===== src/design/ram_weightless_classifier_core_defines.svh =====
// assertion macros for the weightless classifier core
// used by the top level only, which supplies clk and rst in scope
`ifndef RAM_WEIGHTLESS_CLASSIFIER_CORE_DEFINES_SVH
`define RAM_WEIGHTLESS_CLASSIFIER_CORE_DEFINES_SVH

// condition must never hold outside reset
`define RWC_NEVER(label, cond, msg) \
  label: assert property (@(posedge clk) disable iff (rst) !(cond)) else $error(msg);

// antecedent implies consequent in the same cycle
`define RWC_IMPLY(label, ante, cons, msg) \
  label: assert property (@(posedge clk) disable iff (rst) (ante) |-> (cons)) else $error(msg);

// antecedent implies consequent in the next cycle
`define RWC_IMPLY_NEXT(label, ante, cons, msg) \
  label: assert property (@(posedge clk) disable iff (rst) (ante) |=> (cons)) else $error(msg);

`endif


===== src/design/rwc_pkg.sv =====
// shared types and constants for the weightless classifier core
// no dependencies
`timescale 1ns / 1ps

package rwc_pkg;

  localparam int PATTERN_W   = 64;
  localparam int CLASS_OUT_W = 2;
  localparam int SCORE_W     = 16;
  localparam logic [SCORE_W-1:0] SCORE_MAX = '1;

  typedef enum logic {
    OP_TRAIN    = 1'b0,
    OP_CLASSIFY = 1'b1
  } op_e;

  typedef enum logic [1:0] {
    ST_CLEAR,
    ST_IDLE,
    ST_ISSUE
  } state_e;

  // control part of a token moving down the neuron chain
  typedef struct packed {
    logic valid;
    op_e  op;
    logic last;
    logic final_class;
  } tok_ctrl_t;

endpackage


===== src/design/rwc_cell.sv =====
// one neuron cell: bit ram bank for all classes plus a stage of the score chain
// depends on rwc_pkg
`timescale 1ns / 1ps

module rwc_cell #(
  parameter int NEURON_IDX   = 0,
  parameter int CLASSES      = 4,
  parameter int ADDRESS_BITS = 8,
  parameter int SUM_W        = 4
) (
  input  logic                          clk,
  input  logic                          rst,
  input  logic                          clr_en,
  input  logic [$clog2(CLASSES)+ADDRESS_BITS-1:0] clr_addr,
  input  rwc_pkg::tok_ctrl_t            in_ctrl,
  input  logic [$clog2(CLASSES)-1:0]    in_class,
  input  logic [rwc_pkg::PATTERN_W-1:0] in_pattern,
  input  logic [SUM_W-1:0]              in_sum,
  output rwc_pkg::tok_ctrl_t            out_ctrl,
  output logic [$clog2(CLASSES)-1:0]    out_class,
  output logic [rwc_pkg::PATTERN_W-1:0] out_pattern,
  output logic [SUM_W-1:0]              out_sum
);
  import rwc_pkg::*;

  localparam int CLS_W     = $clog2(CLASSES);
  localparam int RAM_AW    = CLS_W + ADDRESS_BITS;
  localparam int RAM_DEPTH = CLASSES << ADDRESS_BITS;
  localparam int BASE      = NEURON_IDX * ADDRESS_BITS;

  logic                    ram [RAM_DEPTH];
  logic [ADDRESS_BITS-1:0] grp_addr;
  logic [RAM_AW-1:0]       ram_addr;
  logic                    rd_bit;
  tok_ctrl_t               ctrl;
  logic [CLS_W-1:0]        cls;
  logic [PATTERN_W-1:0]    pat;
  logic [SUM_W-1:0]        sum;

  // group address, first group bit is the msb, bits past the pattern read 0
  for (genvar k = 0; k < ADDRESS_BITS; k++) begin : g_addr
    if (BASE + k < PATTERN_W) begin : g_in
      assign grp_addr[ADDRESS_BITS-1-k] = in_pattern[BASE+k];
    end else begin : g_out
      assign grp_addr[ADDRESS_BITS-1-k] = 1'b0;
    end
  end

  assign ram_addr = {in_class, grp_addr};

  // bit bank: clearing sweep, train write, registered read
  always_ff @(posedge clk) begin
    if (clr_en) begin
      ram[clr_addr] <= 1'b0;
    end else if (in_ctrl.valid && in_ctrl.op == OP_TRAIN) begin
      ram[ram_addr] <= 1'b1;
    end
    rd_bit <= ram[ram_addr];
  end

  // token stage
  always_ff @(posedge clk) begin
    if (rst) begin
      ctrl <= '0;
    end else begin
      ctrl <= in_ctrl;
    end
  end

  always_ff @(posedge clk) begin
    cls <= in_class;
    pat <= in_pattern;
    sum <= in_sum;
  end

  // add this neuron's hit to the running count
  assign out_ctrl    = ctrl;
  assign out_class   = cls;
  assign out_pattern = pat;
  assign out_sum     = sum + SUM_W'(rd_bit && ctrl.op == OP_CLASSIFY);

endmodule


===== config.mk =====
export PLATFORM = sky130hd
export DESIGN_NAME = rwc_cell
export DESIGN_NICKNAME = d
export VERILOG_FILES = /design/src/design/ram_weightless_classifier_core_defines.svh /design/src/design/rwc_pkg.sv /design/src/design/rwc_cell.sv
export SDC_FILE = /design/constraint.sdc
export NUM_CORES = 1
export LEC_CHECK = 0
export ABC_AREA = 1
export BUFFER_PORTS_ARGS = -buffer_cell sky130_fd_sc_hd__buf_2
export CORE_MARGIN = 2
export CORE_UTILIZATION = 28
export DETAILED_ROUTE_END_ITERATION = 8
export GPL_TIMING_DRIVEN = 1
export PLACE_DENSITY = 0.4
export SLEW_MARGIN = 20
export SYNTH_ARGS = -nofsm -noshare
export SYNTH_HDL_FRONTEND = slang
export SYNTH_SLANG_ARGS = --single-unit
export TNS_END_PERCENT = 10

===== constraint.sdc =====
create_clock -name clk -period 5.4 [get_ports clk]
set_input_delay 0 -clock clk [delete_from_list [all_inputs] [get_ports clk]]
set_output_delay 0 -clock clk [all_outputs]
set_load 0.01 [all_outputs]

==> impl_metrics.toml <==
[logic_synthesis]
yosys.area.top_type = "edfxtp_1"
synth_most_common_cell = "nand2_1"
synth_area_leaders = "edfxtp_1 64%, nand3_1 11%, nand2_1 8.6%"
ys.flop_type = "edfxtp_1"
synth_common_cells = "1094 x nand2_1, 1031 x nand3_1, 1024 x edfxtp_1"
syn_inst = 4803
ys_ff_latch = 1099
syn_area_um2 = 48000
syn_nets = 4892
yosysTopAreaCellShare = 0.640
async_reset_ff_frac = 0
syn_avg_cell_area_um2 = 10.0
synth.distinct_cells = 30
yosysSeqAreaShare = 0.672
ys.warnings.count = 0
synth-edff-count = 1024

[sta]
period_minus_slack_ns = 3.98
worst_slew_pin_slew_ns = 1.15
max_slew_margin = 0.230
rsz0062_at_grt = "false"
finalHoldViolCount = 0
setup_viol = 0
fin_skew_ns = 0.0246
drv_slew = 0
maxClockFrequency_mhz = 251
fin_tns_setup_ns = 0
period_share = 0.737

[worst_setup_path]
worstSetupStartpointType = "input pin"
worstPathArrival_ns = 4.42
path_class = "in2reg"
path_max_fanout = 70
r2r_setup_slack_ns = 3.24
critical_path_required_ns = 5.84
critPathCaptureType = "flop"

[placed_design]
dp_cells = 6839
gp_congestion = 0.826
io_buffers = 160
hpwl_um = 87900

[routing]
via_count = 35400
firstDrtPassIters = 5
ant_nets = 0
drc = 0
drt-initial-drc-count = 2866
wl_per_cell_um = 22.9
wl_um = 165000
vias_per_cell = 4.90

[global_route]
grt_overflow = 0
grt_pass1_wl_um = 243000
grt_pass1_vias = 35000
antenna_found_initial = 4
grtUsageTotal = 0.187
grt_max_degree = 227

[outcome]
outcome = "finished clean"

[power]
p_per_area_nw_per_um2 = 345
power_frac_comb = 0.073
clkPwrFrac = 0.449
total_power_w = 0.0195
netSwitchingPower_w = 0.00474
ir_drop_mv = 0.334
leakage_nw = 18.3
p_seq_frac = 0.478
p_int_w = 0.0147
sw_frac_of_total = 0.243

[clock_network]
max-clock-path-buffers = 3
clkTransAtPathRegs_ns = 0.06
clkLatencyLatePin_ns = 0.77
cts_inserted_buffers = 136
cts_resized = 0
htree_levels = 4
cts_root_buffer = "clkbuf_16"
cts_tree = "built"
cts.sinks = 1099

[floorplanning]
ios = 161
die_y_um = 418
rows = 151
die_w_um = 418
die_area_um2 = 175000
core-area_um2 = 170000
start_util = 0.283

[final_layout]
final_cells = 7223
final_nets = 4994
fin_util = 0.332
area_delta_synth_final_pct = 17.6
drive_gt1_frac = 0.112
fillers = 17500
n_antenna_cell = 0

[job]
maxCapViolCount = 0

[worst_hold_path]
holdCritPathClass = "in2reg"
## routing by layer
metal	vias to the layer above	GRT usage	part of all wire	wire [um]
met2	754	0.304	0.47	78100
met4	0	0.0496	0.023	3790
met3	191	0.0268	0.042	6870
met1	18000	0.261	0.46	76600
li1	16400	-	-	-
met5	-	0	0	0
## final timing paths
check / cells after the start / to / from
max: 11 / ram[14] / in_ctrl[3]
min: 9 / ram[788] / clr_addr[3]
max reg2reg: 12 / rd_bit / ram[195]
min reg2reg: 12 / rd_bit / ram[920]
## logic make-up (layout without fill, tap and decap cells)
family	count (synthesis)	count (layout)	synth area share
DFF	1099	1099	0.672
xor gates and xnor gates	2	2	0.000365
adders and majority gates	2	2	0.000521
AOI/OAI and AO/OA	11	11	0.00237
and+or+nand+nor	3212	3212	0.283
buffers and inverters	477	679	0.0416
## sequential cells by signal, indices dropped and copies added, names as in the netlist
name	count
sum	4
out_pattern	64
out_class	2
rd_bit	1
ram	1024
out_ctrl	4
## what timing repair did
| action | CTS | global route |
|---|---|---|
| hold endpoints to repair | 111 | 0 |
| setup buffers | 0 | 0 |
| hold buffers | 145 | 0 |
## layout by cell type (no fill, tap or decap), types with 3 or more instances in the layout
cell	count
or2_2	3
bufinv_16	4
clkinv_8	4
inv_1	36
buf_4	62
nand3_2	11
buf_2	156
nor2_4	7
nand2_2	40
dfxtp_1	75
nor3_1	14
edfxtp_1	1024
inv_4	4
nor2_1	1002
inv_2	20
nor2_2	52
dlygate4sd3_1	145
o21ai_2	5
inv_6	7
clkbuf_16	142
or2_1	5
nand2_1	1052
clkbuf_1	43
clkinv_1	24
o21ai_4	3
nand3_4	4
clkbuf_8	4
nand3_1	1017
clkinv_2	8
buf_12	13
## layout make-up
class                           count  area, um2  share of cell area
Sequential cell                  1099      32300               0.571
Clock buffer                      189       3770              0.0668
Clock inverter                     49        388             0.00687
Inverter                           61        254             0.00450
Multi-Input combinational cell   3227      14000               0.248
Tap cell                         2218       2780              0.0492
Timing Repair Buffer              380       3030              0.0536
## stage by stage
stage                     instance area, um2  hold WS, ns  setup WS, ns
after floorplan                        48000       0.0277         0.597
after global placement                 50800        0.102          1.74
after detailed placement               50800        0.104          1.66
after CTS                              56400       0.0393          1.44
after global routing                   56500        0.106          1.16
final                                  56500        0.101          1.42
## power by group through the flow
stage                     logic (W)  clock network, W  registers [W]
final                       0.00143           0.00874        0.00932
after global routing        0.00155           0.00929        0.00931
after CTS                   0.00144           0.00899        0.00932
after detailed placement    0.00135                 0        0.00949
after global placement      0.00135                 0        0.00949
after floorplan            0.000743                 0        0.00952
## critical path, stage by stage
cell	delay, ns
dlygate4sd3_1	0.54
buf_2	0.10
dlygate4sd3_1	0.53
inv_1	0.10
nor3_4	0.45
buf_4	0.65
or2_2	0.26
o21ai_4	0.09
nor2_2	0.36
nand3_2	0.90
nor2_1	0.39
Note: power is estimated with default switching activity, not from simulation.
