==> config.mk <==
export PLATFORM = sky130hd
export DESIGN_NAME = rwc_tally
export DESIGN_NICKNAME = d
export VERILOG_FILES = /design/src/design/ram_weightless_classifier_core_defines.svh /design/src/design/rwc_pkg.sv /design/src/design/rwc_tally.sv
export SDC_FILE = /design/constraint.sdc
export NUM_CORES = 1
export LEC_CHECK = 0
export BUFFER_PORTS_ARGS = -buffer_cell sky130_fd_sc_hd__buf_2
export CAP_MARGIN = 10
export CORE_UTILIZATION = 30
export CTS_BUF_LIST = sky130_fd_sc_hd__clkbuf_8
export DETAILED_ROUTE_END_ITERATION = 10
export PLACE_DENSITY = 0.44
export SYNTH_ARGS = -nofsm -noshare
export SYNTH_HDL_FRONTEND = slang
export SYNTH_SLANG_ARGS = --single-unit
==> constraint.sdc <==
create_clock -name clk -period 8.8 [get_ports clk]
set_input_delay 1.32 -clock clk [delete_from_list [all_inputs] [get_ports clk]]
set_output_delay 1.32 -clock clk [all_outputs]
set_load 0.01 [all_outputs]
==> src/design/ram_weightless_classifier_core_defines.svh <==
// assertion macros for the weightless classifier core
// used by the top level only, which supplies clk and rst in scope
`ifndef RAM_WEIGHTLESS_CLASSIFIER_CORE_DEFINES_SVH
`define RAM_WEIGHTLESS_CLASSIFIER_CORE_DEFINES_SVH

// condition must never hold outside reset
`define RWC_NEVER(label, cond, msg) \
  label: assert property (@(posedge clk) disable iff (rst) !(cond)) else $error(msg);

// antecedent implies consequent in the same cycle
`define RWC_IMPLY(label, ante, cons, msg) \
  label: assert property (@(posedge clk) disable iff (rst) (ante) |-> (cons)) else $error(msg);

// antecedent implies consequent in the next cycle
`define RWC_IMPLY_NEXT(label, ante, cons, msg) \
  label: assert property (@(posedge clk) disable iff (rst) (ante) |=> (cons)) else $error(msg);

`endif

==> src/design/rwc_pkg.sv <==
// shared types and constants for the weightless classifier core
// no dependencies
`timescale 1ns / 1ps

package rwc_pkg;

  localparam int PATTERN_W   = 64;
  localparam int CLASS_OUT_W = 2;
  localparam int SCORE_W     = 16;
  localparam logic [SCORE_W-1:0] SCORE_MAX = '1;

  typedef enum logic {
    OP_TRAIN    = 1'b0,
    OP_CLASSIFY = 1'b1
  } op_e;

  typedef enum logic [1:0] {
    ST_CLEAR,
    ST_IDLE,
    ST_ISSUE
  } state_e;

  // control part of a token moving down the neuron chain
  typedef struct packed {
    logic valid;
    op_e  op;
    logic last;
    logic final_class;
  } tok_ctrl_t;

endpackage

==> src/design/rwc_tally.sv <==
// class match counters and running winner search at the end of the chain
// depends on rwc_pkg
`timescale 1ns / 1ps

module rwc_tally #(
  parameter int CLASSES    = 4,
  parameter int COUNT_BITS = 16,
  parameter int SUM_W      = 4
) (
  input  logic                            clk,
  input  logic                            rst,
  input  rwc_pkg::tok_ctrl_t              in_ctrl,
  input  logic [$clog2(CLASSES)-1:0]      in_class,
  input  logic [SUM_W-1:0]                in_sum,
  output logic                            res_valid,
  output logic [rwc_pkg::CLASS_OUT_W-1:0] res_class,
  output logic [rwc_pkg::SCORE_W-1:0]     res_score
);
  import rwc_pkg::*;

  localparam int CLS_W = $clog2(CLASSES);
  localparam int WIDE  = COUNT_BITS > SCORE_W ? COUNT_BITS : SCORE_W;
  localparam int CW    = CLS_W > CLASS_OUT_W ? CLS_W : CLASS_OUT_W;
  localparam logic [COUNT_BITS:0] COUNT_MAX = {1'b0, {COUNT_BITS{1'b1}}};

  logic [COUNT_BITS-1:0] counts [CLASSES];
  logic [COUNT_BITS-1:0] best;
  logic [CLS_W-1:0]      best_cls;
  logic [COUNT_BITS:0]   add;
  logic [COUNT_BITS-1:0] sat;
  logic                  upd;
  logic                  better;
  logic [COUNT_BITS-1:0] win_val;
  logic [CLS_W-1:0]      win_cls;
  logic [WIDE-1:0]       win_wide;
  logic [CW-1:0]         win_cls_wide;

  // saturating add of the chain count and compare against the running best
  always_comb begin
    upd      = in_ctrl.valid && in_ctrl.op == OP_CLASSIFY;
    add      = {1'b0, counts[in_class]} + (COUNT_BITS+1)'(in_sum);
    sat      = (add > COUNT_MAX) ? COUNT_MAX[COUNT_BITS-1:0] : add[COUNT_BITS-1:0];
    better   = (in_class == '0) || (sat > best);
    win_val  = better ? sat : best;
    win_cls  = better ? in_class : best_cls;
  end

  always_ff @(posedge clk) begin
    if (rst) begin
      for (int c = 0; c < CLASSES; c++) begin
        counts[c] <= '0;
      end
      res_valid <= 1'b0;
    end else begin
      res_valid <= upd && in_ctrl.last && in_ctrl.final_class;
      if (upd) begin
        counts[in_class] <= in_ctrl.last ? '0 : sat;
      end
    end
  end

  always_ff @(posedge clk) begin
    if (upd) begin
      best     <= win_val;
      best_cls <= win_cls;
    end
  end

  // clamp the score, keep the low bits of the class
  always_comb begin
    win_wide     = WIDE'(win_val);
    win_cls_wide = CW'(win_cls);
  end

  always_ff @(posedge clk) begin
    res_score <= (win_wide > WIDE'(SCORE_MAX)) ? SCORE_MAX : win_wide[SCORE_W-1:0];
    res_class <= win_cls_wide[CLASS_OUT_W-1:0];
  end

endmodule

==> results.cfg, run 1 <==
[status]
outcome = finished, final reports clean

[finish]
final_layout_size_suffix_gt1_share_pct = 17.8
n_antenna_cell = 0
fin_nets = 437
layout_common_cells = 82 x edfxtp_1, 75 x nor2_1, 36 x inv_1
final_common_cell = edfxtp_1
area_delta_synth_final_pct = 12.2
fin_cells = 620

[global_route]
grt_usage_pct = 14.5
grt_max_degree = 23
antenna_found_initial = 0
grt_pass1_wl_um = 17200
grt_pass1_vias = 3010
grt-ovfl-total = 0

[synth]
yosysWarnings = 0
async_reset_ff_share_pct = 0
yosysUniqueCellTypes = 56
synth.ff_latch_count = 101
synth.net_count = 407
synth_edf_count = 82
synthesis.area_um2 = 4810
synthCells = 374
synthFlopType = edfxtp_1
yosysSeqAreaShare_pct = 59.1
avgSynthCellArea_um2 = 12.9

[critical_path]
reg2reg_from = counts[3][1]$_DFFE_PP_
cp-startpoint = in_class[0]
cp_max_fo = 22
cp-start-kind = input port
worst-r2r-cell-count = 16
arrival_ns = 6.66
cp-endpoint = best[13]$_DFFE_PP_
r2r_end = best[13]$_DFFE_PP_
cp.required_ns = 8.93
crit_type = input port to register
end_kind = register
r2r_slack_ns = 3.51

[clocking]
insertion_delay_ns = 0.39
clock_path_buffers = 2
h-tree-depth = 3
cts_resized = 0
hold_buffers = 0
cts_num_sinks = 101
post_cts_buffers = 0
cts_made_buffers = 9
clkSlewWorstSetupHoldPaths_ns = 0.09
cts_tree = built
cts_root_buf = clkbuf_8

[die]
io_pins = 31
core_um2 = 15400
die_area_um2 = 16500
rows = 45
die_h_um = 129
start_util_pct = 31.2
die_width_um = 129

[route]
drc = 0
wl_per_cell_um = 17.4
avgViaCountPerCell = 4.65
drt-initial-drc-count = 195
vias = 2882
wirelength_um = 10800
first_pass_iters = 4
ant_nets = 0

[timing]
maxSlewHeadroom_pct = 31.1
fmax_mhz = 153
finalCriticalPeriod_ns = 6.53
finalSetupViolCount = 0
tightest_slew_ns = 1.03
maxSlewViolCount = 0
finalSetupTns_ns = 0
final.setup_skew_ns = 0.0119
rsz0062_at_grt = no
min_period_over_period_pct = 74.2
final_hold_viol_count = 0

[min_path]
hold_class = register to register

[placement]
dp.cells = 604
dpl.hpwl_um = 7400
gp_congestion = 0.811
port_buffers = 30

[power_and_ir_drop]
irDropWorstVdd_mv = 0.106
p_per_area_nw_per_um2 = 196
p_leak_nw = 2.22

[job]
cap_violations = 0
[flip-flops by register name, summed over array words and instances (netlist names)]
name       count
best          16
best_cls       2
counts        64
res_class      2
res_score     16
res_valid      1
[critical path, stage by stage]
cell and delay, ns:
buf_2 0.54, mux4_2 0.59, ha_1 0.24, fa_1 0.41, a21o_1 0.21, a21oi_1 0.33
or3_4 0.23, nor2_1 0.05, mux2i_1 0.41, inv_1 0.09, ha_1 0.29, nand4_1 0.14
nor4_1 0.45, inv_1 0.10, o311a_1 0.16, nor3_2 0.39, buf_4 0.32, mux2_2 0.37
[cells in the mapped netlist, drive strengths merged (6+ instances only)]
cell / count / area (um2)
edfxtp: 82 / 2460
nor2: 76 / 293
inv: 35 / 131
ha: 20 / 250
dfxtp: 19 / 380
mux2i: 16 / 160
mux4: 16 / 390
nand2: 15 / 56.3
a21oi: 9 / 48.8
clkbuf: 7 / 26.3
nor3: 7 / 40.0
a21o: 6 / 45.0
[stage by stage]
step	total power (W)	instance area, um2	util [%]	setup slack [ns]	hold WS, ns
6_report	0.00106	5390	35.0	2.27	0.532
5_1_grt	0.00111	5390	35.0	1.80	0.564
4_1_cts	0.00107	5390	35.0	2.23	0.538
3_5_place_dp	0.000740	5170	33.5	1.83	0.513
3_3_place_gp	0.000741	5170	33.5	1.89	0.504
2_1_floorplan	0.000683	4810	-	2.69	0.472
[cells by family (layout without fill, tap and decap cells)]
logic type / Yosys count / in the layout / synth area share (%)
AND/OR/NAND/NOR: 131 / 131 / 13.2
flip-flops: 101 / 101 / 59.1
buffers and inverters: 47 / 82 / 3.93
multiplexers: 36 / 36 / 12.4
AO/OA/AOI/OAI: 34 / 34 / 4.97
adder cells (fa/ha/maj): 21 / 21 / 5.62
XOR/XNOR: 4 / 4 / 0.729
[power by group]
group	leakage, nW	internal, W	switching (W)
registers	0.994	0.000553	0.00000801
logic	1.11	0.0000619	0.000104
clock network	0.117	0.000162	0.000168
[worst min-delay path by stage]
stage | startpoint | endpoint | slack, ns | cells past startpoint
detailed placement | best[13]$_DFFE_PP_ | res_score[13]$_DFF_P_ | 0.51 | 1
global placement | best[13]$_DFFE_PP_ | res_score[13]$_DFF_P_ | 0.50 | 1
CTS | best[13]$_DFFE_PP_ | res_score[13]$_DFF_P_ | 0.54 | 1
finish | best[13]$_DFFE_PP_ | res_score[13]$_DFF_P_ | 0.53 | 1
floorplan | best_cls[0]$_DFFE_PP_ | res_class[0]$_DFF_P_ | 0.47 | 2
global route | best[13]$_DFFE_PP_ | res_score[13]$_DFF_P_ | 0.56 | 1
[layout make-up]
type	instances	area, um2
clock inverters	7	97.6
multi-input cells	226	1780
clock buffers	9	124
well taps	211	264
flip-flops and latches	101	2840
repair buffers	31	158
fillers	1546	10000
inverters	35	131
[per-layer routing]
metal	GRT usage (%)	up-vias	part of all wire, %
li1	-	1415	-
met1	19.4	1399	48
met3	4.20	13	4.6
met4	3.88	0	1.4
met2	22.9	55	46
met5	0	-	0
No activity file was read; power rests on OpenSTA's default activity.
==> run 2, diff against run 1 <==
- ABC_AREA: default -> 1
- clock period: 8.8 -> 6.8 ns (I/O delays scaled with it)
==> run 2 against run 1 <==
Effect of this change: via count grew 31%; global-route usage grew 0.53 points; sequential cell count is the same; hold slack gained 0.016 ns; die area grew 4.0%; combinational power grew 41%; largest power group unchanged; non-clock buffer count grew 1.
==> results.cfg, run 2 <==
[synth]
yosys-top-cells-area = edfxtp_1 49%, nand2_1 12%, dfxtp_1 7.6%, inv_1 7.1%, nor2_1 5.3%
synth_edf_count = 82
synth_top_area_share_pct = 49.2
yosysWarnings = 0
yosysUniqueCellTypes = 25
synthesis.area_um2 = 5000
yosysSeqAreaShare_pct = 56.8
synthFlopType = edfxtp_1
synth.net_count = 601
synth_top_cell_by_area = edfxtp_1
yosysMostFrequentCell = nand2_1
avgSynthCellArea_um2 = 8.80
synth_common_cells = 155 x nand2_1, 94 x inv_1, 82 x edfxtp_1
synth.ff_latch_count = 101
synthCells = 568
async_reset_ff_share_pct = 0

[job]
cap_violations = 0

[die]
core_um2 = 16100
io_pins = 31
rows = 46
die_h_um = 131
start_util_pct = 31.1
die_area_um2 = 17200
die_width_um = 131

[route]
wl_per_cell_um = 14.9
drt-initial-drc-count = 251
first_pass_iters = 5
ant_nets = 0
wirelength_um = 12200
avgViaCountPerCell = 4.61
drc = 0
vias = 3772

[power_and_ir_drop]
netSwitchingFraction_pct = 28.3
power_switching_w = 0.000372
irDropWorstVdd_mv = 0.165
clkPwrFrac_pct = 26.3
p_seq_share_pct = 55.9
p_leak_nw = 2.56
p_per_area_nw_per_um2 = 237
combPwrFrac_pct = 17.8
internal-power_w = 0.000944

[critical_path]
r2r_end = best[6]$_DFFE_PP_
path_cells = buf_2 -> inv_2 -> o21ai_0 -> o21ai_0 -> ha_1 -> fa_1 -> nand3_1 -> nand3_1 -> nand2_1 -> nor2_2 -> nand2_1 -> inv_1 -> nand2_2 -> nand2_1 -> ha_1 -> a21oi_1 -> nor2_1 -> nor3_1 -> nand2_1 -> nand2_1 -> nand2_1 -> nand2_1 -> nand2_1 -> o21ai_0
cp-start-kind = input port
crit_slowest_cell = nand2_1
worst-r2r-cell-count = 22
cp_common_cell = nand2_1
cp.required_ns = 6.96
arrival_ns = 6.00
slowest_delay_ns = 0.52
reg2reg_from = counts[3][0]$_DFFE_PP_
r2r_slack_ns = 2.15
cp_max_fo = 31
crit_type = input port to register
end_kind = register
cp-startpoint = in_class[0]

[clocking]
cts_root_buf = clkbuf_8
h-tree-depth = 3
cts_tree = built
cts_resized = 0
cts_num_sinks = 101
post_cts_buffers = 0
clkSlewWorstSetupHoldPaths_ns = 0.08
insertion_delay_ns = 0.38
hold_buffers = 0
clock_path_buffers = 2
cts_made_buffers = 9

[timing]
final.setup_skew_ns = 0.0122
rsz0062_at_grt = no
finalCriticalPeriod_ns = 5.84
fmax_mhz = 171
finalSetupViolCount = 0
maxSlewViolCount = 0
tightest_slew_ns = 0.902
min_period_over_period_pct = 85.9
finalSetupTns_ns = 0
final_hold_viol_count = 0
maxSlewHeadroom_pct = 39.7

[global_route]
grt-ovfl-total = 0
grt_max_degree = 32
grt_usage_pct = 15.0
antenna_found_initial = 0
grt_pass1_vias = 3586
grt_pass1_wl_um = 19500

[min_path]
worstHoldStart = best[12]$_DFFE_PP_
hold_depth = 2
hold_end = res_score[12]$_DFF_P_
hold_class = register to register

[placement]
dpl.hpwl_um = 8440
gp_congestion = 0.836
port_buffers = 30
dp.cells = 802

[finish]
largest_reg_flops = 64
final_common_cell = nand2_1
area_delta_synth_final_pct = 10.9
fin_nets = 630
n_antenna_cell = 0
fin_cells = 818
nFillCells = 1654
layout_common_cells = 155 x nand2_1, 97 x inv_1, 82 x edfxtp_1
regMostFlops = counts
reg.largest.list = counts (64), best (16), res_score (16)
multiInputGateArea_um2 = 1730
final_layout_size_suffix_gt1_share_pct = 9.14
seq_area_um2 = 2840

[status]
outcome = finished, final reports clean
==> run 2: worst max-delay path: cells and delay by family <==
kind | cells | cell delay (ns)
AOI/OAI and AO/OA | 4 | 0.94
and+or+nand+nor | 14 | 2.10
adders and majority gates | 3 | 0.95
buffers and inverters | 3 | 0.96
==> run 2: worst max-delay path by stage <==
stage	endpoint	slack [ns]	cells after the start
detailed placement	best[4]$_DFFE_PP_	0.63	24
floorplan	best[11]$_DFFE_PP_	2.33	28
finish	best[6]$_DFFE_PP_	0.96	24
global placement	best[4]$_DFFE_PP_	0.52	24
CTS	best[4]$_DFFE_PP_	1.02	24
global route	best[4]$_DFFE_PP_	0.47	26
==> run 2: metrics by stage <==
step           setup WS [ns]  power, W  hold WS, ns  util [%]  instance area [um2]
2_1_floorplan           2.33  0.000903        0.472         -                 5000
3_3_place_gp           0.515  0.000988        0.531      33.5                 5370
3_5_place_dp           0.626  0.000985        0.524      33.5                 5370
4_1_cts                 1.02   0.00134        0.554      34.5                 5550
5_1_grt                0.474   0.00139        0.580      34.5                 5550
6_report               0.962   0.00132        0.547      34.5                 5550
==> run 2: kinds of logic (layout without fill, tap and decap cells) <==
| group | after synthesis | count (layout) | synth area share, % |
|---|---|---|---|
| AO/OA/AOI/OAI | 34 | 34 | 3.65 |
| AND/OR/NAND/NOR | 293 | 293 | 24.2 |
| XOR/XNOR | 8 | 8 | 1.40 |
| adder cells (fa/ha/maj) | 21 | 21 | 5.40 |
| buffers and inverters | 111 | 145 | 8.53 |
| flip-flops | 101 | 101 | 56.8 |
==> run 2: per-layer routing <==
metal | global-route usage [%] | share of wire, % | vias up
li1 | - | - | 1881
met1 | 20.4 | 49 | 1793
met2 | 23.2 | 45 | 89
met3 | 3.24 | 4.8 | 9
met4 | 5.49 | 1.3 | 0
met5 | 0 | 0 | -
==> run 2: layout make-up <==
cell class              instances  area share [%]
repair buffers                 32            2.98
multi-input cells             356            31.2
clock buffers                  11            2.73
well taps                     216            4.87
clock inverters                 5           0.383
flip-flops and latches        101            51.3
inverters                      97            6.56
==> run 2: power by group through the flow <==
stage                     registers (W)  logic, W  clock network, W
final                          0.000736  0.000234          0.000346
after global routing           0.000742  0.000267          0.000381
after CTS                      0.000738  0.000237          0.000361
after detailed placement       0.000751  0.000235                 0
after global placement         0.000752  0.000236                 0
after floorplan                0.000760  0.000143                 0
